**src/sv/jsu_pkg.sv**
```systemverilog
// jsu_pkg: types, codes and decode functions for the JSON string unescaper.
// Used by jsu_front, jsu_fifo, jsu_back and json_string_unescape_utf8.
// No dependencies.
`default_nettype none

package jsu_pkg;

  typedef enum logic [2:0] {
    MODE_NORMAL,
    MODE_ESCAPE,
    MODE_HEX0,
    MODE_HEX1,
    MODE_HEX2,
    MODE_HEX3
  } jsu_mode_t;

  typedef enum logic [1:0] {
    KIND_BYTE,
    KIND_CLOSED,
    KIND_BADESC,
    KIND_UNTERM
  } jsu_kind_t;

  localparam logic [7:0] CH_QUOTE  = 8'h22;
  localparam logic [7:0] CH_BSLASH = 8'h5C;
  localparam logic [7:0] CH_SLASH  = 8'h2F;
  localparam logic [7:0] CH_U      = 8'h75;

  // One queued command: up to three result items from one input item.
  typedef struct packed {
    logic [1:0] n;
    jsu_kind_t  kind;
    logic [7:0] b0;
    logic [7:0] b1;
    logic [7:0] b2;
  } jsu_cmd_t;

  // {valid, digit}
  function automatic logic [4:0] hex_digit(logic [7:0] b);
    logic [4:0] r;
    r = '0;
    if (b >= 8'h30 && b <= 8'h39) begin
      r = {1'b1, 4'(b - 8'h30)};
    end else if (b >= 8'h61 && b <= 8'h66) begin
      r = {1'b1, 4'(b - 8'h57)};
    end else if (b >= 8'h41 && b <= 8'h46) begin
      r = {1'b1, 4'(b - 8'h37)};
    end
    return r;
  endfunction

  // {valid, byte}
  function automatic logic [8:0] escape_map(logic [7:0] b);
    logic [8:0] r;
    unique case (b)
      CH_QUOTE:  r = {1'b1, CH_QUOTE};
      CH_BSLASH: r = {1'b1, CH_BSLASH};
      CH_SLASH:  r = {1'b1, CH_SLASH};
      8'h62:     r = {1'b1, 8'h08};
      8'h66:     r = {1'b1, 8'h0C};
      8'h6E:     r = {1'b1, 8'h0A};
      8'h72:     r = {1'b1, 8'h0D};
      8'h74:     r = {1'b1, 8'h09};
      default:   r = '0;
    endcase
    return r;
  endfunction

  function automatic jsu_cmd_t single_cmd(logic [7:0] b, jsu_kind_t k);
    jsu_cmd_t c;
    c      = '0;
    c.n    = 2'd1;
    c.kind = k;
    c.b0   = b;
    return c;
  endfunction

  function automatic jsu_cmd_t utf8_cmd(logic [15:0] cp);
    jsu_cmd_t c;
    c      = '0;
    c.kind = KIND_BYTE;
    if (cp[15:7] == '0) begin
      c.n  = 2'd1;
      c.b0 = cp[7:0];
    end else if (cp[15:11] == '0) begin
      c.n  = 2'd2;
      c.b0 = 8'hC0 | {3'b000, cp[10:6]};
      c.b1 = 8'h80 | {2'b00, cp[5:0]};
    end else begin
      c.n  = 2'd3;
      c.b0 = 8'hE0 | {4'b0000, cp[15:12]};
      c.b1 = 8'h80 | {2'b00, cp[11:6]};
      c.b2 = 8'h80 | {2'b00, cp[5:0]};
    end
    return c;
  endfunction

endpackage

`default_nettype wire

```
**src/sv/jsu_front.sv**
```systemverilog
// jsu_front: accepts input bytes, tracks escape/hex mode, builds commands.
// Depends on jsu_pkg.
`default_nettype none

module jsu_front import jsu_pkg::*; (
  input  wire logic       clk,
  input  wire logic       rst,
  input  wire logic       in_valid,
  output logic            in_stall,
  input  wire logic [7:0] in_byte,
  input  wire logic       end_of_buffer,
  input  wire logic       q_full,
  output logic            push,
  output jsu_cmd_t        cmd
);

  jsu_mode_t   mode, mode_next;
  logic [15:0] hex_value, hex_value_next;
  logic        hex_stopped, hex_stopped_next;
  logic        accept;
  logic [4:0]  hd;
  logic [8:0]  em;
  logic [15:0] hv_step;
  logic        hs_step;

  assign in_stall = q_full;
  assign accept   = in_valid && !q_full;
  assign hd       = hex_digit(in_byte);
  assign em       = escape_map(in_byte);
  assign hv_step  = (!hex_stopped && hd[4]) ? {hex_value[11:0], hd[3:0]} : hex_value;
  assign hs_step  = hex_stopped || !hd[4];
  assign push     = accept && (cmd.n != 2'd0);

  always_comb begin
    mode_next        = mode;
    hex_value_next   = hex_value;
    hex_stopped_next = hex_stopped;
    unique case (mode)
      MODE_ESCAPE: begin
        if (!end_of_buffer && in_byte == CH_U) begin
          mode_next        = MODE_HEX0;
          hex_value_next   = '0;
          hex_stopped_next = 1'b0;
        end else if (!end_of_buffer && em[8]) begin
          mode_next = MODE_NORMAL;
        end else begin
          mode_next        = MODE_NORMAL;
          hex_value_next   = '0;
          hex_stopped_next = 1'b0;
        end
      end
      MODE_HEX0, MODE_HEX1, MODE_HEX2: begin
        if (end_of_buffer) begin
          mode_next        = MODE_NORMAL;
          hex_value_next   = '0;
          hex_stopped_next = 1'b0;
        end else begin
          mode_next        = jsu_mode_t'(mode + 3'd1);
          hex_value_next   = hv_step;
          hex_stopped_next = hs_step;
        end
      end
      MODE_HEX3: begin
        mode_next        = MODE_NORMAL;
        hex_value_next   = '0;
        hex_stopped_next = 1'b0;
      end
      default: begin
        if (end_of_buffer || in_byte == CH_QUOTE) begin
          mode_next        = MODE_NORMAL;
          hex_value_next   = '0;
          hex_stopped_next = 1'b0;
        end else if (in_byte == CH_BSLASH) begin
          mode_next = MODE_ESCAPE;
        end else begin
          mode_next = MODE_NORMAL;
        end
      end
    endcase
  end

  always_comb begin
    cmd = '0;
    unique case (mode)
      MODE_ESCAPE: begin
        if (end_of_buffer) begin
          cmd = single_cmd(8'h00, KIND_BADESC);
        end else if (in_byte == CH_U) begin
          cmd = '0;
        end else if (em[8]) begin
          cmd = single_cmd(em[7:0], KIND_BYTE);
        end else begin
          cmd = single_cmd(8'h00, KIND_BADESC);
        end
      end
      MODE_HEX0, MODE_HEX1, MODE_HEX2: begin
        if (end_of_buffer) begin
          cmd = single_cmd(8'h00, KIND_UNTERM);
        end
      end
      MODE_HEX3: begin
        if (end_of_buffer) begin
          cmd = single_cmd(8'h00, KIND_UNTERM);
        end else begin
          cmd = utf8_cmd(hv_step);
        end
      end
      default: begin
        if (end_of_buffer) begin
          cmd = single_cmd(8'h00, KIND_UNTERM);
        end else if (in_byte == CH_QUOTE) begin
          cmd = single_cmd(8'h00, KIND_CLOSED);
        end else if (in_byte != CH_BSLASH) begin
          cmd = single_cmd(in_byte, KIND_BYTE);
        end
      end
    endcase
  end

  always_ff @(posedge clk) begin
    if (rst) begin
      mode        <= MODE_NORMAL;
      hex_value   <= '0;
      hex_stopped <= 1'b0;
    end else if (accept) begin
      mode        <= mode_next;
      hex_value   <= hex_value_next;
      hex_stopped <= hex_stopped_next;
    end
  end

endmodule

`default_nettype wire

```
**src/sv/jsu_fifo.sv**
```systemverilog
// jsu_fifo: short command queue between front and back.
// Depends on jsu_pkg.
`default_nettype none

module jsu_fifo import jsu_pkg::*; #(
  parameter int Depth = 4
) (
  input  wire logic      clk,
  input  wire logic      rst,
  input  wire logic      push,
  input  wire jsu_cmd_t  push_cmd,
  input  wire logic      pop,
  output jsu_cmd_t       head,
  output logic           full,
  output logic           empty,
  output logic [$clog2(Depth+1)-1:0] count
);

  localparam int AW = (Depth > 1) ? $clog2(Depth) : 1;
  localparam int CW = $clog2(Depth + 1);

  jsu_cmd_t        mem [Depth];
  logic [AW-1:0]   wr_ptr, rd_ptr;
  logic            do_pop;

  assign full   = (count == CW'(Depth));
  assign empty  = (count == '0);
  assign head   = mem[rd_ptr];
  assign do_pop = pop && !empty;

  always_ff @(posedge clk) begin
    if (push) begin
      mem[wr_ptr] <= push_cmd;
    end
  end

  always_ff @(posedge clk) begin
    if (rst) begin
      wr_ptr <= '0;
      rd_ptr <= '0;
      count  <= '0;
    end else begin
      if (push) begin
        wr_ptr <= (wr_ptr == AW'(Depth - 1)) ? '0 : wr_ptr + 1'b1;
      end
      if (do_pop) begin
        rd_ptr <= (rd_ptr == AW'(Depth - 1)) ? '0 : rd_ptr + 1'b1;
      end
      if (push && !do_pop) begin
        count <= count + 1'b1;
      end else if (!push && do_pop) begin
        count <= count - 1'b1;
      end
    end
  end

endmodule

`default_nettype wire

```
**src/sv/jsu_back.sv**
```systemverilog
// jsu_back: walks the head command and drives the registered output items.
// Depends on jsu_pkg.
`default_nettype none

module jsu_back import jsu_pkg::*; (
  input  wire logic      clk,
  input  wire logic      rst,
  input  wire jsu_cmd_t  head,
  input  wire logic      empty,
  output logic           pop,
  output logic           out_valid,
  input  wire logic      out_stall,
  output logic [7:0]     out_byte,
  output logic [1:0]     kind,
  output logic           last
);

  logic [1:0] idx;
  logic       load;
  logic       is_last;
  logic [7:0] sel;

  assign load    = (!out_valid || !out_stall) && !empty;
  assign is_last = (idx == head.n - 2'd1);
  assign pop     = load && is_last;

  always_comb begin
    unique case (idx)
      2'd0:    sel = head.b0;
      2'd1:    sel = head.b1;
      default: sel = head.b2;
    endcase
  end

  always_ff @(posedge clk) begin
    if (rst) begin
      out_valid <= 1'b0;
      idx       <= '0;
    end else if (load) begin
      out_valid <= 1'b1;
      idx       <= is_last ? 2'd0 : idx + 2'd1;
    end else if (!out_stall) begin
      out_valid <= 1'b0;
    end
  end

  always_ff @(posedge clk) begin
    if (load) begin
      out_byte <= sel;
      kind     <= head.kind;
      last     <= is_last;
    end
  end

endmodule

`default_nettype wire

```
**src/sv/json_string_unescape_utf8.sv**
```systemverilog
// json_string_unescape_utf8: top level, front -> command queue -> back.
// Depends on jsu_pkg, jsu_front, jsu_fifo, jsu_back.
//
//   channel | signals                         | direction
//   in      | in_valid in_stall in_byte       | into block
//           | end_of_buffer                   |
//   out     | out_valid out_stall out_byte    | out of block
//           | kind last                       |
//
// One input item is taken per cycle while the command queue has room.
// Results leave at one per cycle from the output register while out_stall is low; a \u escape
// that encodes to two or three bytes leaves as that many results from one queued command.
// in_stall rises only when the queue (QueueDepth commands) is full.
// Reset is synchronous on rst and returns the decoder to normal mode.
`default_nettype none

module json_string_unescape_utf8 import jsu_pkg::*; #(
  parameter int QueueDepth = 4
) (
  input  wire logic       clk,
  input  wire logic       rst,
  input  wire logic       in_valid,
  output logic            in_stall,
  input  wire logic [7:0] in_byte,
  input  wire logic       end_of_buffer,
  output logic            out_valid,
  input  wire logic       out_stall,
  output logic [7:0]      out_byte,
  output logic [1:0]      kind,
  output logic            last
);

  localparam int CW = $clog2(QueueDepth + 1);

  jsu_cmd_t      push_cmd;
  jsu_cmd_t      head;
  logic          push;
  logic          pop;
  logic          q_full;
  logic          q_empty;
  logic [CW-1:0] q_count;

  jsu_front u_front (
    .clk           (clk),
    .rst           (rst),
    .in_valid      (in_valid),
    .in_stall      (in_stall),
    .in_byte       (in_byte),
    .end_of_buffer (end_of_buffer),
    .q_full        (q_full),
    .push          (push),
    .cmd           (push_cmd)
  );

  jsu_fifo #(
    .Depth (QueueDepth)
  ) u_fifo (
    .clk      (clk),
    .rst      (rst),
    .push     (push),
    .push_cmd (push_cmd),
    .pop      (pop),
    .head     (head),
    .full     (q_full),
    .empty    (q_empty),
    .count    (q_count)
  );

  jsu_back u_back (
    .clk       (clk),
    .rst       (rst),
    .head      (head),
    .empty     (q_empty),
    .pop       (pop),
    .out_valid (out_valid),
    .out_stall (out_stall),
    .out_byte  (out_byte),
    .kind      (kind),
    .last      (last)
  );

`ifndef SYNTHESIS
  a_count_bound: assert property (@(posedge clk) disable iff (rst)
    q_count <= CW'(QueueDepth))
    else $error("command queue over depth");

  a_no_push_full: assert property (@(posedge clk) disable iff (rst)
    !(push && q_full))
    else $error("push into full queue");

  a_multi_follow: assert property (@(posedge clk) disable iff (rst)
    (out_valid && !out_stall && !last) |=> (out_valid && kind == KIND_BYTE))
    else $error("multi-byte sequence broken");

  a_nonlast_is_byte: assert property (@(posedge clk) disable iff (rst)
    (out_valid && !last) |-> (kind == KIND_BYTE))
    else $error("non-final result is not a byte");
`endif

endmodule

`default_nettype wire

```
**config.mk**
```make
export PLATFORM = sky130hd
export DESIGN_NAME = json_string_unescape_utf8
export DESIGN_NICKNAME = d
export VERILOG_FILES = /design/src/sv/jsu_pkg.sv /design/src/sv/jsu_front.sv /design/src/sv/jsu_fifo.sv /design/src/sv/jsu_back.sv /design/src/sv/json_string_unescape_utf8.sv
export SDC_FILE = /design/constraint.sdc
export NUM_CORES = 1
export LEC_CHECK = 0
export ABC_CLOCK_PERIOD_IN_PS = 7500
export BUFFER_PORTS_ARGS = -buffer_cell sky130_fd_sc_hd__buf_2
export CORE_ASPECT_RATIO = 1.2
export CORE_MARGIN = 1.5
export CORE_UTILIZATION = 55
export CTS_CLUSTER_DIAMETER = 100
export DETAILED_ROUTE_END_ITERATION = 10
export PLACE_DENSITY = 0.73
export SYNTH_ARGS = -nofsm -noshare
export SYNTH_HDL_FRONTEND = slang
export SYNTH_SLANG_ARGS = --single-unit
```
**constraint.sdc**
```tcl
create_clock -name clk -period 7.5 [get_ports clk]
set_input_delay 0 -clock clk [delete_from_list [all_inputs] [get_ports clk]]
set_output_delay 0 -clock clk [all_outputs]
set_load 0.05 [all_outputs]
```
==> metrics.txt, run 1 <==
# TYPE chip_impl_metric gauge
chip_impl_info{name="start_kind",value="flip-flop"} 1
chip_impl_metric{name="finalWorstPathRequiredPeriod",unit="ns"} 3.544
chip_impl_metric{name="antenna_cells",unit=""} 0
chip_impl_metric{name="synth_top_area_share",unit="%"} 49.14
chip_impl_metric{name="post_drt_via_cell_ratio",unit=""} 6.238
chip_impl_metric{name="syn_nets",unit=""} 535
chip_impl_metric{name="clockBufferDepth",unit=""} 2
chip_impl_metric{name="async_flop_share",unit="%"} 0
chip_impl_metric{name="maxSlewHeadroom",unit="%"} 40.30
chip_impl_metric{name="first_global_vias",unit=""} 4414
chip_impl_info{name="critical_path.slowest_cell",value="sky130_fd_sc_hd__dfxtp_2"} 1
chip_impl_metric{name="cts_setup_buffers",unit=""} 0
chip_impl_metric{name="switching_power",unit="mW"} 0.8142
chip_impl_metric{name="path_clk_slew",unit="ns"} 0.06
chip_impl_metric{name="area.sequential",unit="um2"} 3975
chip_impl_metric{name="cp_data_required_time",unit="ns"} 7.84
chip_impl_metric{name="num-fill-cells",unit=""} 912
chip_impl_metric{name="crit_buf_inv",unit=""} 1
chip_impl_info{name="outcome",value="completed"} 1
chip_impl_metric{name="postSynthAreaPerCell",unit="um2"} 13.46
chip_impl_metric{name="post_cts_resize_count",unit=""} 0
chip_impl_info{name="hp-start",value="rst"} 1
chip_impl_metric{name="die_height",unit="um"} 124.7
chip_impl_metric{name="initial_core_util",unit="%"} 56.26
chip_impl_info{name="postSynth.topFlopCell",value="sky130_fd_sc_hd__edfxtp_1"} 1
chip_impl_metric{name="finish.instance_area",unit="um2"} 7681
chip_impl_metric{name="netlist_instances",unit=""} 504
chip_impl_info{name="crit_path_end_kind",value="flip-flop"} 1
chip_impl_info{name="crit_type",value="flip-flop to flip-flop"} 1
chip_impl_info{name="synth_largest_area_cell",value="sky130_fd_sc_hd__edfxtp_1"} 1
chip_impl_metric{name="htreeDepth",unit=""} 4
chip_impl_metric{name="drt_iter0_markers",unit=""} 315
chip_impl_metric{name="final_nets",unit=""} 558
chip_impl_metric{name="max_cap_violation_count",unit=""} 0
chip_impl_metric{name="final.period_utilization",unit="%"} 47.25
chip_impl_metric{name="clock_power_share",unit="%"} 34.4
chip_impl_metric{name="ant_nets",unit=""} 0
chip_impl_metric{name="crit_path_max_fanout",unit=""} 25
chip_impl_metric{name="yosys_register_bits",unit=""} 143
chip_impl_metric{name="clk-insertion-delay-late",unit="ns"} 0.42
chip_impl_metric{name="power_frac_seq",unit="%"} 40.6
chip_impl_metric{name="hold_violations",unit=""} 0
chip_impl_metric{name="yosysSeqAreaShare",unit="%"} 58.59
chip_impl_metric{name="vias",unit=""} 4373
chip_impl_metric{name="cts_made_buffers",unit=""} 17
chip_impl_metric{name="finalWeightedCongestion",unit=""} 0.9150
chip_impl_info{name="rsz_0062_raised_after_global_routing",value="no"} 1
chip_impl_metric{name="swShare",unit="%"} 30.42
chip_impl_info{name="worstHoldPathType",value="input pin to flip-flop"} 1
chip_impl_metric{name="layout-area-overhead-vs-synth",unit="%"} 13.24
chip_impl_metric{name="io_pins",unit=""} 26
chip_impl_metric{name="final_layout_size_suffix_gt1_share",unit="%"} 21.11
chip_impl_metric{name="setup_tns",unit="ns"} 0
chip_impl_metric{name="dp.final_hpwl",unit="mm"} 10.16
chip_impl_metric{name="design.core.area",unit="um2"} 12060
chip_impl_metric{name="sinks_on_the_clock_net",unit=""} 143
chip_impl_metric{name="multi_input_logic_area",unit="um2"} 2639
chip_impl_metric{name="synth_edf_count",unit=""} 111
chip_impl_metric{name="synthesis.yosys.warnings",unit=""} 0
chip_impl_info{name="cts_tree",value="built"} 1
chip_impl_metric{name="arrival",unit="ns"} 3.88
chip_impl_metric{name="comb_power_share",unit="%"} 25.0
chip_impl_info{name="critical-path-top-delay-family",value="flip-flops"} 1
chip_impl_metric{name="detail_route.wl_per_cell",unit="um"} 20.81
chip_impl_info{name="synthTopCellsByArea",value="sky130_fd_sc_hd__edfxtp_1, sky130_fd_sc_hd__dfxtp_1, sky130_fd_sc_hd__mux4_2, sky130_fd_sc_hd__ha_1, sky130_fd_sc_hd__a21oi_1"} 1
chip_impl_metric{name="cell_internal_pwr",unit="mW"} 1.862
chip_impl_metric{name="die_span_in_x",unit="um"} 104.4
chip_impl_metric{name="die_area",unit="um2"} 13010
chip_impl_metric{name="cts-hold-fix-buffers",unit=""} 1
chip_impl_metric{name="netlist-cell-type-count",unit=""} 71
chip_impl_metric{name="total_detailed_routing_wirelength",unit="mm"} 14.59
chip_impl_info{name="ctsRootBufferMaster",value="sky130_fd_sc_hd__clkbuf_16"} 1
chip_impl_metric{name="power_leakage",unit="nW"} 2.637
chip_impl_metric{name="slowest_delay",unit="ns"} 0.91
chip_impl_metric{name="syn_area",unit="um2"} 6783
chip_impl_metric{name="port-buffer-count",unit=""} 25
chip_impl_metric{name="power_per_cell_area",unit="nW/um2"} 348.4
chip_impl_info{name="top_count_cell_post_synth",value="sky130_fd_sc_hd__edfxtp_1"} 1
chip_impl_metric{name="postPlaceCellArea",unit="um2"} 7015
chip_impl_info{name="synth.cells.most_frequent",value="sky130_fd_sc_hd__edfxtp_1, sky130_fd_sc_hd__nor2_1, sky130_fd_sc_hd__dfxtp_1, sky130_fd_sc_hd__nand2_1, sky130_fd_sc_hd__a21oi_1"} 1
chip_impl_metric{name="grt_first_pass_wirelength",unit="mm"} 23.65
chip_impl_metric{name="drt_pass1_iterations",unit=""} 5
chip_impl_metric{name="drv_slew",unit=""} 0
chip_impl_metric{name="drc",unit=""} 0
chip_impl_metric{name="setup_clock_skew_after_layout",unit="ns"} 0.01130
chip_impl_metric{name="antenna_found_initial",unit=""} 0
chip_impl_metric{name="grt_use_total",unit="%"} 23.97
chip_impl_info{name="cells_along_the_critical_path",value="mux4_2 -> xnor2_1 -> o21ai_0 -> nand2_1 -> ha_1 -> inv_1 -> fa_1 -> xor2_1 -> or3_1 -> a21oi_1"} 1
chip_impl_metric{name="achievable-frequency",unit="MHz"} 282.2
chip_impl_metric{name="grt.overflow.total",unit=""} 0
chip_impl_metric{name="irDropWorstVdd",unit="mV"} 0.1646
chip_impl_metric{name="grt_start_max_net_pins",unit=""} 29
chip_impl_metric{name="std_cell_rows",unit=""} 44
chip_impl_metric{name="setup_viol_count_final",unit=""} 0
chip_impl_metric{name="timing_worst_slew_pin_value",unit="ns"} 0.8955
through the flow:
step / utilization, % / setup slack, ns / hold WS (ns) / power [mW] / instances
global route: 63.71 / 3.621 / 0.05768 / 2.788 / 701
detailed placement: 58.19 / 3.930 / 0.2835 / 1.776 / 668
finish: 63.71 / 3.956 / 0.04579 / 2.676 / 701
floorplan: - / 4.457 / 0.1448 / 1.612 / 504
global placement: 58.19 / 4.033 / 0.2622 / 1.754 / 668
CTS: 63.71 / 3.861 / 0.03441 / 2.698 / 701
layout make-up:
cell class	instances	share of cell area (%)
clock buffer	17	5.538
inverter	16	0.7819
timing repair buffer	28	1.955
sequential	143	51.75
multi-input combinational	321	34.35
tap	161	2.623
clock inverter	15	2.997
cells in the final DEF (no fill, tap or decap), types with 6 or more instances in the layout:
cell type,count
sky130_fd_sc_hd__edfxtp_1,111
sky130_fd_sc_hd__nor2_1,35
sky130_fd_sc_hd__nand2_1,31
sky130_fd_sc_hd__dfxtp_1,31
sky130_fd_sc_hd__a21oi_1,28
sky130_fd_sc_hd__mux4_2,25
sky130_fd_sc_hd__buf_2,25
sky130_fd_sc_hd__ha_1,17
sky130_fd_sc_hd__clkbuf_16,17
sky130_fd_sc_hd__nor3_1,15
sky130_fd_sc_hd__inv_1,15
sky130_fd_sc_hd__or3_1,12
sky130_fd_sc_hd__mux2i_1,12
sky130_fd_sc_hd__o21ai_0,11
sky130_fd_sc_hd__a211oi_1,11
sky130_fd_sc_hd__nor2b_1,8
sky130_fd_sc_hd__a221o_1,8
sky130_fd_sc_hd__nand2b_1,6
sky130_fd_sc_hd__a22o_1,6
kinds of logic (layout without fill, tap and decap cells):
| group | Yosys count | count (layout) | synth area share, % |
|---|---|---|---|
| mux | 42 | 42 | 10.96 |
| xor+xnor | 5 | 5 | 0.6458 |
| flops | 143 | 143 | 58.59 |
| fa+ha+maj | 18 | 18 | 3.431 |
| buf+inv | 40 | 76 | 2.509 |
| simple gates | 146 | 146 | 11.53 |
| compound gates | 110 | 110 | 12.34 |
final timing paths:
kind / to / slack (ns) / cells after the start
max: u_fifo.count[2]$_SDFFE_PP0P_ / 3.96 / 10
min: u_back.idx[0]$_SDFFE_PP0P_ / 0.05 / 2
max reg2reg: u_fifo.count[2]$_SDFFE_PP0P_ / 3.96 / 10
min reg2reg: u_back.out_valid$_SDFFE_PP0P_ / 0.49 / 2
registers in the layout, indices dropped and copies added (netlist names), named ones only:
| signal | cells |
|---|---|
| u_back.idx | 2 |
| u_back.kind | 2 |
| u_back.last | 1 |
| u_back.out_byte | 8 |
| u_back.out_valid | 1 |
| u_fifo.count | 3 |
| u_fifo.mem | 100 |
| u_fifo.rd_ptr | 2 |
| u_fifo.wr_ptr | 2 |
| u_front.hex_stopped | 1 |
| u_front.hex_value | 16 |
| u_front.mode | 3 |
metal layers:
| metal | global-route usage (%) | part of all wire (%) |
|---|---|---|
| met1 | 30.42 | 41 |
| met4 | 10.13 | 3.0 |
| met2 | 40.02 | 51 |
| met3 | 4.919 | 4.4 |
| met5 | 0 | 0 |
power by group through the flow:
stage	Sequential [mW]	Clock, mW	Combinational, mW
2_1_floorplan	1.17	0	0.439
3_3_place_gp	1.10	0	0.656
6_report	1.09	0.920	0.670
4_1_cts	1.09	0.930	0.676
3_5_place_dp	1.11	0	0.670
5_1_grt	1.11	0.962	0.721
Power figures use the tool's default switching activity.
==> inputs of run 2 (changes only) <==
- ABC_CLOCK_PERIOD_IN_PS: 7500 -> 3300
- clock period: 7.5 -> 3.3 ns (I/O delays scaled with it)
==> metrics.txt, run 2 (synthesized netlist as in run 1, its figures left out) <==
# TYPE chip_impl_metric gauge
chip_impl_info{name="outcome",value="completed"} 1
chip_impl_metric{name="total_detailed_routing_wirelength",unit="mm"} 14.88
chip_impl_metric{name="path_clk_slew",unit="ns"} 0.06
chip_impl_metric{name="finalWorstPathRequiredPeriod",unit="ns"} 3.031
chip_impl_metric{name="post_drt_via_cell_ratio",unit=""} 6.188
chip_impl_info{name="crit_type",value="flip-flop to flip-flop"} 1
chip_impl_info{name="start_kind",value="flip-flop"} 1
chip_impl_metric{name="grt_first_pass_wirelength",unit="mm"} 23.71
chip_impl_info{name="setup.worst_path.start",value="u_front.hex_value[3]$_SDFFE_PP0P_"} 1
chip_impl_info{name="cts_tree",value="built"} 1
chip_impl_metric{name="finalWeightedCongestion",unit=""} 0.8935
chip_impl_metric{name="vias",unit=""} 4449
chip_impl_metric{name="grt.met1_usage",unit="%"} 30.91
chip_impl_metric{name="initial_core_util",unit="%"} 56.26
chip_impl_metric{name="groute.layer.met3.usage",unit="%"} 5.233
chip_impl_metric{name="placed_cells_incl_taps",unit=""} 686
chip_impl_metric{name="ant_nets",unit=""} 0
chip_impl_metric{name="grt.overflow.total",unit=""} 0
chip_impl_metric{name="achievable-frequency",unit="MHz"} 329.9
chip_impl_metric{name="max_cap_violation_count",unit=""} 0
chip_impl_metric{name="area.sequential",unit="um2"} 3975
chip_impl_metric{name="slowest_delay",unit="ns"} 0.66
chip_impl_info{name="reg2reg_from",value="u_front.hex_value[3]$_SDFFE_PP0P_"} 1
chip_impl_metric{name="cts-hold-fix-buffers",unit=""} 1
chip_impl_metric{name="final.period_utilization",unit="%"} 91.85
chip_impl_metric{name="clk-insertion-delay-late",unit="ns"} 0.41
chip_impl_info{name="cells_along_the_critical_path",value="or4_1 -> nand3_1 -> nor2_1 -> o32a_4 -> a21oi_4 -> ha_1 -> inv_1 -> fa_1 -> xor2_1 -> or3_1 -> a21oi_1"} 1
chip_impl_metric{name="power_per_cell_area",unit="nW/um2"} 763.7
chip_impl_metric{name="largest_register_ffs",unit=""} 100
chip_impl_metric{name="die_height",unit="um"} 124.7
chip_impl_metric{name="final_layout_size_suffix_gt1_share",unit="%"} 23.30
chip_impl_metric{name="drv_slew",unit=""} 0
chip_impl_metric{name="port-buffer-count",unit=""} 25
chip_impl_metric{name="num-fill-cells",unit=""} 878
chip_impl_metric{name="drt_iter0_markers",unit=""} 259
chip_impl_info{name="crit_path_end_kind",value="flip-flop"} 1
chip_impl_info{name="globalRoute.busiestLayer",value="met2"} 1
chip_impl_metric{name="drc",unit=""} 0
chip_impl_metric{name="grt_use_total",unit="%"} 24.18
chip_impl_info{name="rsz_0062_raised_after_global_routing",value="no"} 1
chip_impl_metric{name="design.core.area",unit="um2"} 12060
chip_impl_metric{name="std_cell_rows",unit=""} 44
chip_impl_info{name="critical-path-top-delay-family",value="simple AND/OR/NAND/NOR gates"} 1
chip_impl_info{name="most-common-layout-cells",value="sky130_fd_sc_hd__edfxtp_1, sky130_fd_sc_hd__nor2_1, sky130_fd_sc_hd__nand2_1, sky130_fd_sc_hd__dfxtp_1, sky130_fd_sc_hd__a21oi_1"} 1
chip_impl_metric{name="maxSlewHeadroom",unit="%"} 50.86
chip_impl_metric{name="cp_data_required_time",unit="ns"} 3.64
chip_impl_metric{name="power_leakage",unit="nW"} 2.713
chip_impl_metric{name="irDropWorstVdd",unit="mV"} 0.3970
chip_impl_info{name="worstHoldPathType",value="input pin to flip-flop"} 1
chip_impl_metric{name="hold_violations",unit=""} 0
chip_impl_metric{name="timing.hold.ws",unit="ns"} 0.06585
chip_impl_metric{name="grt_start_max_net_pins",unit=""} 29
chip_impl_metric{name="die_span_in_x",unit="um"} 104.4
chip_impl_info{name="registers.top_by_ff_count",value="u_fifo.mem"} 1
chip_impl_metric{name="antenna_found_initial",unit=""} 0
chip_impl_metric{name="final_nets",unit=""} 576
chip_impl_metric{name="htreeDepth",unit=""} 4
chip_impl_metric{name="setup_tns",unit="ns"} 0
chip_impl_metric{name="setup_viol_count_final",unit=""} 0
chip_impl_metric{name="cts_made_buffers",unit=""} 17
chip_impl_metric{name="crit_path_max_fanout",unit=""} 4
chip_impl_info{name="top_regs",value="u_fifo.mem (100), u_front.hex_value (16), u_back.out_byte (8)"} 1
chip_impl_metric{name="antenna_cells",unit=""} 0
chip_impl_metric{name="crit_buf_inv",unit=""} 1
chip_impl_metric{name="layout-area-overhead-vs-synth",unit="%"} 15.09
chip_impl_metric{name="setup_clock_skew_after_layout",unit="ns"} 0.008285
chip_impl_metric{name="arrival",unit="ns"} 3.37
chip_impl_metric{name="post_cts_resize_count",unit=""} 0
chip_impl_metric{name="clockBufferDepth",unit=""} 2
chip_impl_metric{name="finish.instance_area",unit="um2"} 7806
chip_impl_metric{name="timing_worst_slew_pin_value",unit="ns"} 0.7314
chip_impl_info{name="hp-start",value="rst"} 1
chip_impl_metric{name="sinks_on_the_clock_net",unit=""} 143
chip_impl_metric{name="drt_pass1_iterations",unit=""} 5
chip_impl_metric{name="non_filler_cells_final",unit=""} 719
chip_impl_metric{name="dp.final_hpwl",unit="mm"} 10.09
chip_impl_metric{name="postPlaceCellArea",unit="um2"} 7201
chip_impl_metric{name="global_route.usage.met2",unit="%"} 39.13
chip_impl_metric{name="io_pins",unit=""} 26
chip_impl_info{name="final_common_cell",value="sky130_fd_sc_hd__edfxtp_1"} 1
chip_impl_info{name="ctsRootBufferMaster",value="sky130_fd_sc_hd__clkbuf_16"} 1
chip_impl_metric{name="die_area",unit="um2"} 13010
chip_impl_metric{name="detail_route.wl_per_cell",unit="um"} 20.70
chip_impl_info{name="critical_path.slowest_cell",value="sky130_fd_sc_hd__or4_1"} 1
chip_impl_metric{name="first_global_vias",unit=""} 4431
chip_impl_metric{name="multi_input_logic_area",unit="um2"} 2639
chip_impl_metric{name="cts_setup_buffers",unit=""} 0
## run 2: changes by cell type in the layout (fill, tap and decap cells not counted)
cell / previous run / this run
sky130_fd_sc_hd__buf_12: 0 / 4
sky130_fd_sc_hd__buf_4: 2 / 16
sky130_fd_sc_hd__bufinv_16: 5 / 3
sky130_fd_sc_hd__clkinv_1: 0 / 2
sky130_fd_sc_hd__clkinv_2: 1 / 3
sky130_fd_sc_hd__clkinv_4: 2 / 3
sky130_fd_sc_hd__inv_6: 4 / 1
## run 2: area by class of cell
cell class                      instances  share of cell area, %
Sequential cell                       143                  50.92
Multi-Input combinational cell        321                  33.80
Clock buffer                           17                  5.450
Timing Repair Buffer                   46                  4.296
Tap cell                              161                  2.581
Clock inverter                         15                  2.180
Inverter                               16                 0.7694
## run 2: path summary, 6_finish.rpt
check        depth (start not counted)                       endpoint  slack, ns
max                                 11   u_fifo.count[2]$_SDFFE_PP0P_       0.27
min                                  2     u_back.idx[0]$_SDFFE_PP0P_       0.07
max reg2reg                         11   u_fifo.count[2]$_SDFFE_PP0P_       0.27
min reg2reg                          2  u_back.out_valid$_SDFFE_PP0P_       0.47
## run 2: through the flow
stage / setup slack, ns / power (mW) / util, %
2_1_floorplan: 0.2570 / 3.663 / -
5_1_grt: 0.1077 / 6.232 / 64.75
6_report: 0.2689 / 5.962 / 64.75
3_5_place_dp: 0.05870 / 4.110 / 59.72
4_1_cts: 0.2490 / 6.018 / 64.75
3_3_place_gp: 0.1268 / 4.070 / 59.72
## run 2: per-layer routing
metal  vias to the layer above  share of wire, %
li1                       2053                 -
met1                      2198                41
met2                       158                49
met3                        40               5.4
met4                         0               4.3
met5                         -                 0
## run 2: power breakdown
part           switching [mW]  internal, mW  leakage, nW
Clock                   0.719          1.18        0.284
Sequential              0.101          2.29         1.32
Combinational            1.02         0.653         1.11
==> inputs of run 3 (changes only) <==
- CELL_PAD_IN_SITES_DETAIL_PLACEMENT: not set -> 0
- CELL_PAD_IN_SITES_GLOBAL_PLACEMENT: not set -> 1
- CORE_UTILIZATION: 55 -> 52
- PLACE_DENSITY: 0.73 -> 0.81
==> metrics.txt, run 3 (synthesized netlist as in run 1, its figures left out) <==
# TYPE chip_impl_metric gauge
chip_impl_metric{name="clock_power_share",unit="%"} 31.7
chip_impl_metric{name="finalWeightedCongestion",unit=""} 0.9030
chip_impl_metric{name="vias",unit=""} 4429
chip_impl_metric{name="timing_worst_slew_pin_value",unit="ns"} 0.6933
chip_impl_metric{name="design.core.area",unit="um2"} 12670
chip_impl_metric{name="post_drt_via_cell_ratio",unit=""} 6.101
chip_impl_metric{name="swShare",unit="%"} 31.68
chip_impl_metric{name="comb_power_share",unit="%"} 28.1
chip_impl_metric{name="power_frac_seq",unit="%"} 40.2
chip_impl_info{name="rsz_0062_raised_after_global_routing",value="no"} 1
chip_impl_metric{name="crit_path_max_fanout",unit=""} 4
chip_impl_info{name="top_regs",value="u_fifo.mem (100), u_front.hex_value (16), u_back.out_byte (8)"} 1
chip_impl_metric{name="grt_use_total",unit="%"} 23.27
chip_impl_metric{name="grt.overflow.total",unit=""} 0
chip_impl_info{name="crit_path_end_kind",value="flip-flop"} 1
chip_impl_info{name="start_kind",value="flip-flop"} 1
chip_impl_metric{name="switching_power",unit="mW"} 1.882
chip_impl_metric{name="achievable-frequency",unit="MHz"} 326.9
chip_impl_metric{name="die_area",unit="um2"} 13740
chip_impl_metric{name="power_leakage",unit="nW"} 2.727
chip_impl_metric{name="total_detailed_routing_wirelength",unit="mm"} 15.03
chip_impl_metric{name="hold_violations",unit=""} 0
chip_impl_metric{name="finalWorstPathRequiredPeriod",unit="ns"} 3.059
chip_impl_metric{name="clockBufferDepth",unit=""} 2
chip_impl_metric{name="antenna_cells",unit=""} 0
chip_impl_metric{name="sinks_on_the_clock_net",unit=""} 143
chip_impl_metric{name="die_height",unit="um"} 128.1
chip_impl_info{name="worst_r2r_endpoint",value="u_fifo.count[2]$_SDFFE_PP0P_"} 1
chip_impl_metric{name="cts_setup_buffers",unit=""} 0
chip_impl_metric{name="final.period_utilization",unit="%"} 92.69
chip_impl_metric{name="clk-insertion-delay-late",unit="ns"} 0.42
chip_impl_metric{name="ant_nets",unit=""} 0
chip_impl_metric{name="antenna_found_initial",unit=""} 0
chip_impl_metric{name="io_pins",unit=""} 26
chip_impl_metric{name="setup_tns",unit="ns"} 0
chip_impl_metric{name="maxSlewHeadroom",unit="%"} 52.58
chip_impl_metric{name="layout-area-overhead-vs-synth",unit="%"} 15.26
chip_impl_metric{name="r2r.worst_path.cells",unit=""} 13
chip_impl_metric{name="std_cell_rows",unit=""} 45
chip_impl_info{name="hp-start",value="rst"} 1
chip_impl_metric{name="max_cap_violation_count",unit=""} 0
chip_impl_info{name="reg2reg_from",value="u_front.mode[0]$_SDFFE_PP0P_"} 1
chip_impl_metric{name="cts_made_buffers",unit=""} 17
chip_impl_metric{name="register_to_register_setup_slack",unit="ns"} 0.24
chip_impl_info{name="outcome",value="completed"} 1
chip_impl_metric{name="post-route-util",unit="%"} 61.71
chip_impl_metric{name="grt_first_pass_wirelength",unit="mm"} 23.70
chip_impl_metric{name="initial_core_util",unit="%"} 53.54
chip_impl_info{name="setup.worst_path.start",value="u_front.mode[0]$_SDFFE_PP0P_"} 1
chip_impl_metric{name="power_per_cell_area",unit="nW/um2"} 760.1
chip_impl_metric{name="first_global_vias",unit=""} 4391
chip_impl_metric{name="detail_route.wl_per_cell",unit="um"} 20.70
chip_impl_metric{name="drc",unit=""} 0
chip_impl_metric{name="cp_data_required_time",unit="ns"} 3.64
chip_impl_info{name="ctsRootBufferMaster",value="sky130_fd_sc_hd__clkbuf_16"} 1
chip_impl_info{name="crit_type",value="flip-flop to flip-flop"} 1
chip_impl_info{name="most-common-layout-cells",value="sky130_fd_sc_hd__edfxtp_1, sky130_fd_sc_hd__nor2_1, sky130_fd_sc_hd__nand2_1, sky130_fd_sc_hd__dfxtp_1, sky130_fd_sc_hd__a21oi_1"} 1
chip_impl_info{name="registers.top_by_ff_count",value="u_fifo.mem"} 1
chip_impl_metric{name="setup_viol_count_final",unit=""} 0
chip_impl_metric{name="drt_iter0_markers",unit=""} 314
chip_impl_metric{name="drv_slew",unit=""} 0
chip_impl_metric{name="dp.final_hpwl",unit="mm"} 10.36
chip_impl_info{name="cts_tree",value="built"} 1
chip_impl_metric{name="largest_register_ffs",unit=""} 100
chip_impl_metric{name="cell_internal_pwr",unit="mW"} 4.060
chip_impl_metric{name="final_layout_size_suffix_gt1_share",unit="%"} 24.02
chip_impl_metric{name="arrival",unit="ns"} 3.40
chip_impl_metric{name="grt_start_max_net_pins",unit=""} 29
chip_impl_metric{name="htreeDepth",unit=""} 4
chip_impl_metric{name="final_nets",unit=""} 580
chip_impl_metric{name="irDropWorstVdd",unit="mV"} 0.5436
chip_impl_metric{name="setup_clock_skew_after_layout",unit="ns"} 0.01278
chip_impl_metric{name="port-buffer-count",unit=""} 25
chip_impl_metric{name="drt_pass1_iterations",unit=""} 6
chip_impl_info{name="crit_end",value="u_fifo.count[2]$_SDFFE_PP0P_"} 1
chip_impl_metric{name="path_clk_slew",unit="ns"} 0.06
chip_impl_metric{name="die_span_in_x",unit="um"} 107.3
chip_impl_info{name="final_common_cell",value="sky130_fd_sc_hd__edfxtp_1"} 1
chip_impl_info{name="worstHoldPathType",value="input pin to flip-flop"} 1
## run 3: cell types whose count changed in the layout (fill, tap and decap cells not counted)
cell / delta
sky130_fd_sc_hd__buf_4: +5
sky130_fd_sc_hd__inv_6: +2
sky130_fd_sc_hd__buf_12: -1
sky130_fd_sc_hd__bufinv_16: -1
sky130_fd_sc_hd__clkinv_1: -1
sky130_fd_sc_hd__clkinv_2: -1
sky130_fd_sc_hd__inv_8: +1
## run 3: worst min path at each step
stage	endpoint	slack (ns)	cells past startpoint
floorplan	u_back.out_valid$_SDFFE_PP0P_	0.14	2
global placement	u_back.out_valid$_SDFFE_PP0P_	0.26	3
detailed placement	u_back.out_valid$_SDFFE_PP0P_	0.27	3
CTS	u_front.mode[2]$_SDFFE_PP0P_	0.07	2
global route	u_back.idx[0]$_SDFFE_PP0P_	0.1	2
finish	u_front.mode[2]$_SDFFE_PP0P_	0.07	2
## run 3: through the flow
stage	std cells	worst slack, ns	power [mW]	area, um2	hold slack [ns]
2_1_floorplan	504	0.2570	3.663	6783	0.1448
5_1_grt	726	0.09290	6.202	7818	0.09699
4_1_cts	726	0.2478	5.989	7818	0.06541
3_3_place_gp	693	0.1199	4.059	7222	0.2597
3_5_place_dp	693	0.04761	4.107	7222	0.2700
6_report	726	0.2412	5.942	7818	0.07066
## run 3: repair_timing
item                                   in CTS  in global routing
resized for setup                           0                  0
endpoints found under the hold margin       1                  0
hold buffers                                1                  0
## run 3: power groups by stage
stage               Sequential (mW)  Combinational [mW]  Clock [mW]
floorplan                      2.67               0.997           0
global placement               2.41                1.65           0
detailed placement             2.43                1.68           0
CTS                            2.39                1.69        1.90
global route                   2.42                1.81        1.98
finish                         2.39                1.67        1.88
## run 3: area by class of cell
| class | instances | area (um2) |
|---|---|---|
| Inverter | 16 | 60.06 |
| Sequential cell | 143 | 3975 |
| Timing Repair Buffer | 50 | 352.8 |
| Fill cell | 963 | 4851 |
| Tap cell | 164 | 205.2 |
| Clock inverter | 15 | 160.2 |
| Multi-Input combinational cell | 321 | 2639 |
| Clock buffer | 17 | 425.4 |
## run 3: per-layer routing
metal | GRT usage (%) | vias to the layer above | wire length, um
met4 | 9.569 | 0 | 382
met1 | 30.16 | 2186 | 6470
met2 | 38.29 | 157 | 7436
met3 | 4.626 | 28 | 737
met5 | 0 | - | 0
li1 | - | 2058 | -
## run 3: critical path, cell delays in order (launching register included)
cell	delay [ns]
sky130_fd_sc_hd__dfxtp_1	0.36
sky130_fd_sc_hd__inv_1	0.10
sky130_fd_sc_hd__ha_1	0.22
sky130_fd_sc_hd__mux2_2	0.28
sky130_fd_sc_hd__nor3_1	0.24
sky130_fd_sc_hd__nor3_1	0.11
sky130_fd_sc_hd__o32a_4	0.23
sky130_fd_sc_hd__a21oi_4	0.17
sky130_fd_sc_hd__ha_1	0.21
sky130_fd_sc_hd__inv_1	0.06
sky130_fd_sc_hd__fa_1	0.37
sky130_fd_sc_hd__xor2_1	0.17
sky130_fd_sc_hd__or3_1	0.31
sky130_fd_sc_hd__a21oi_1	0.14
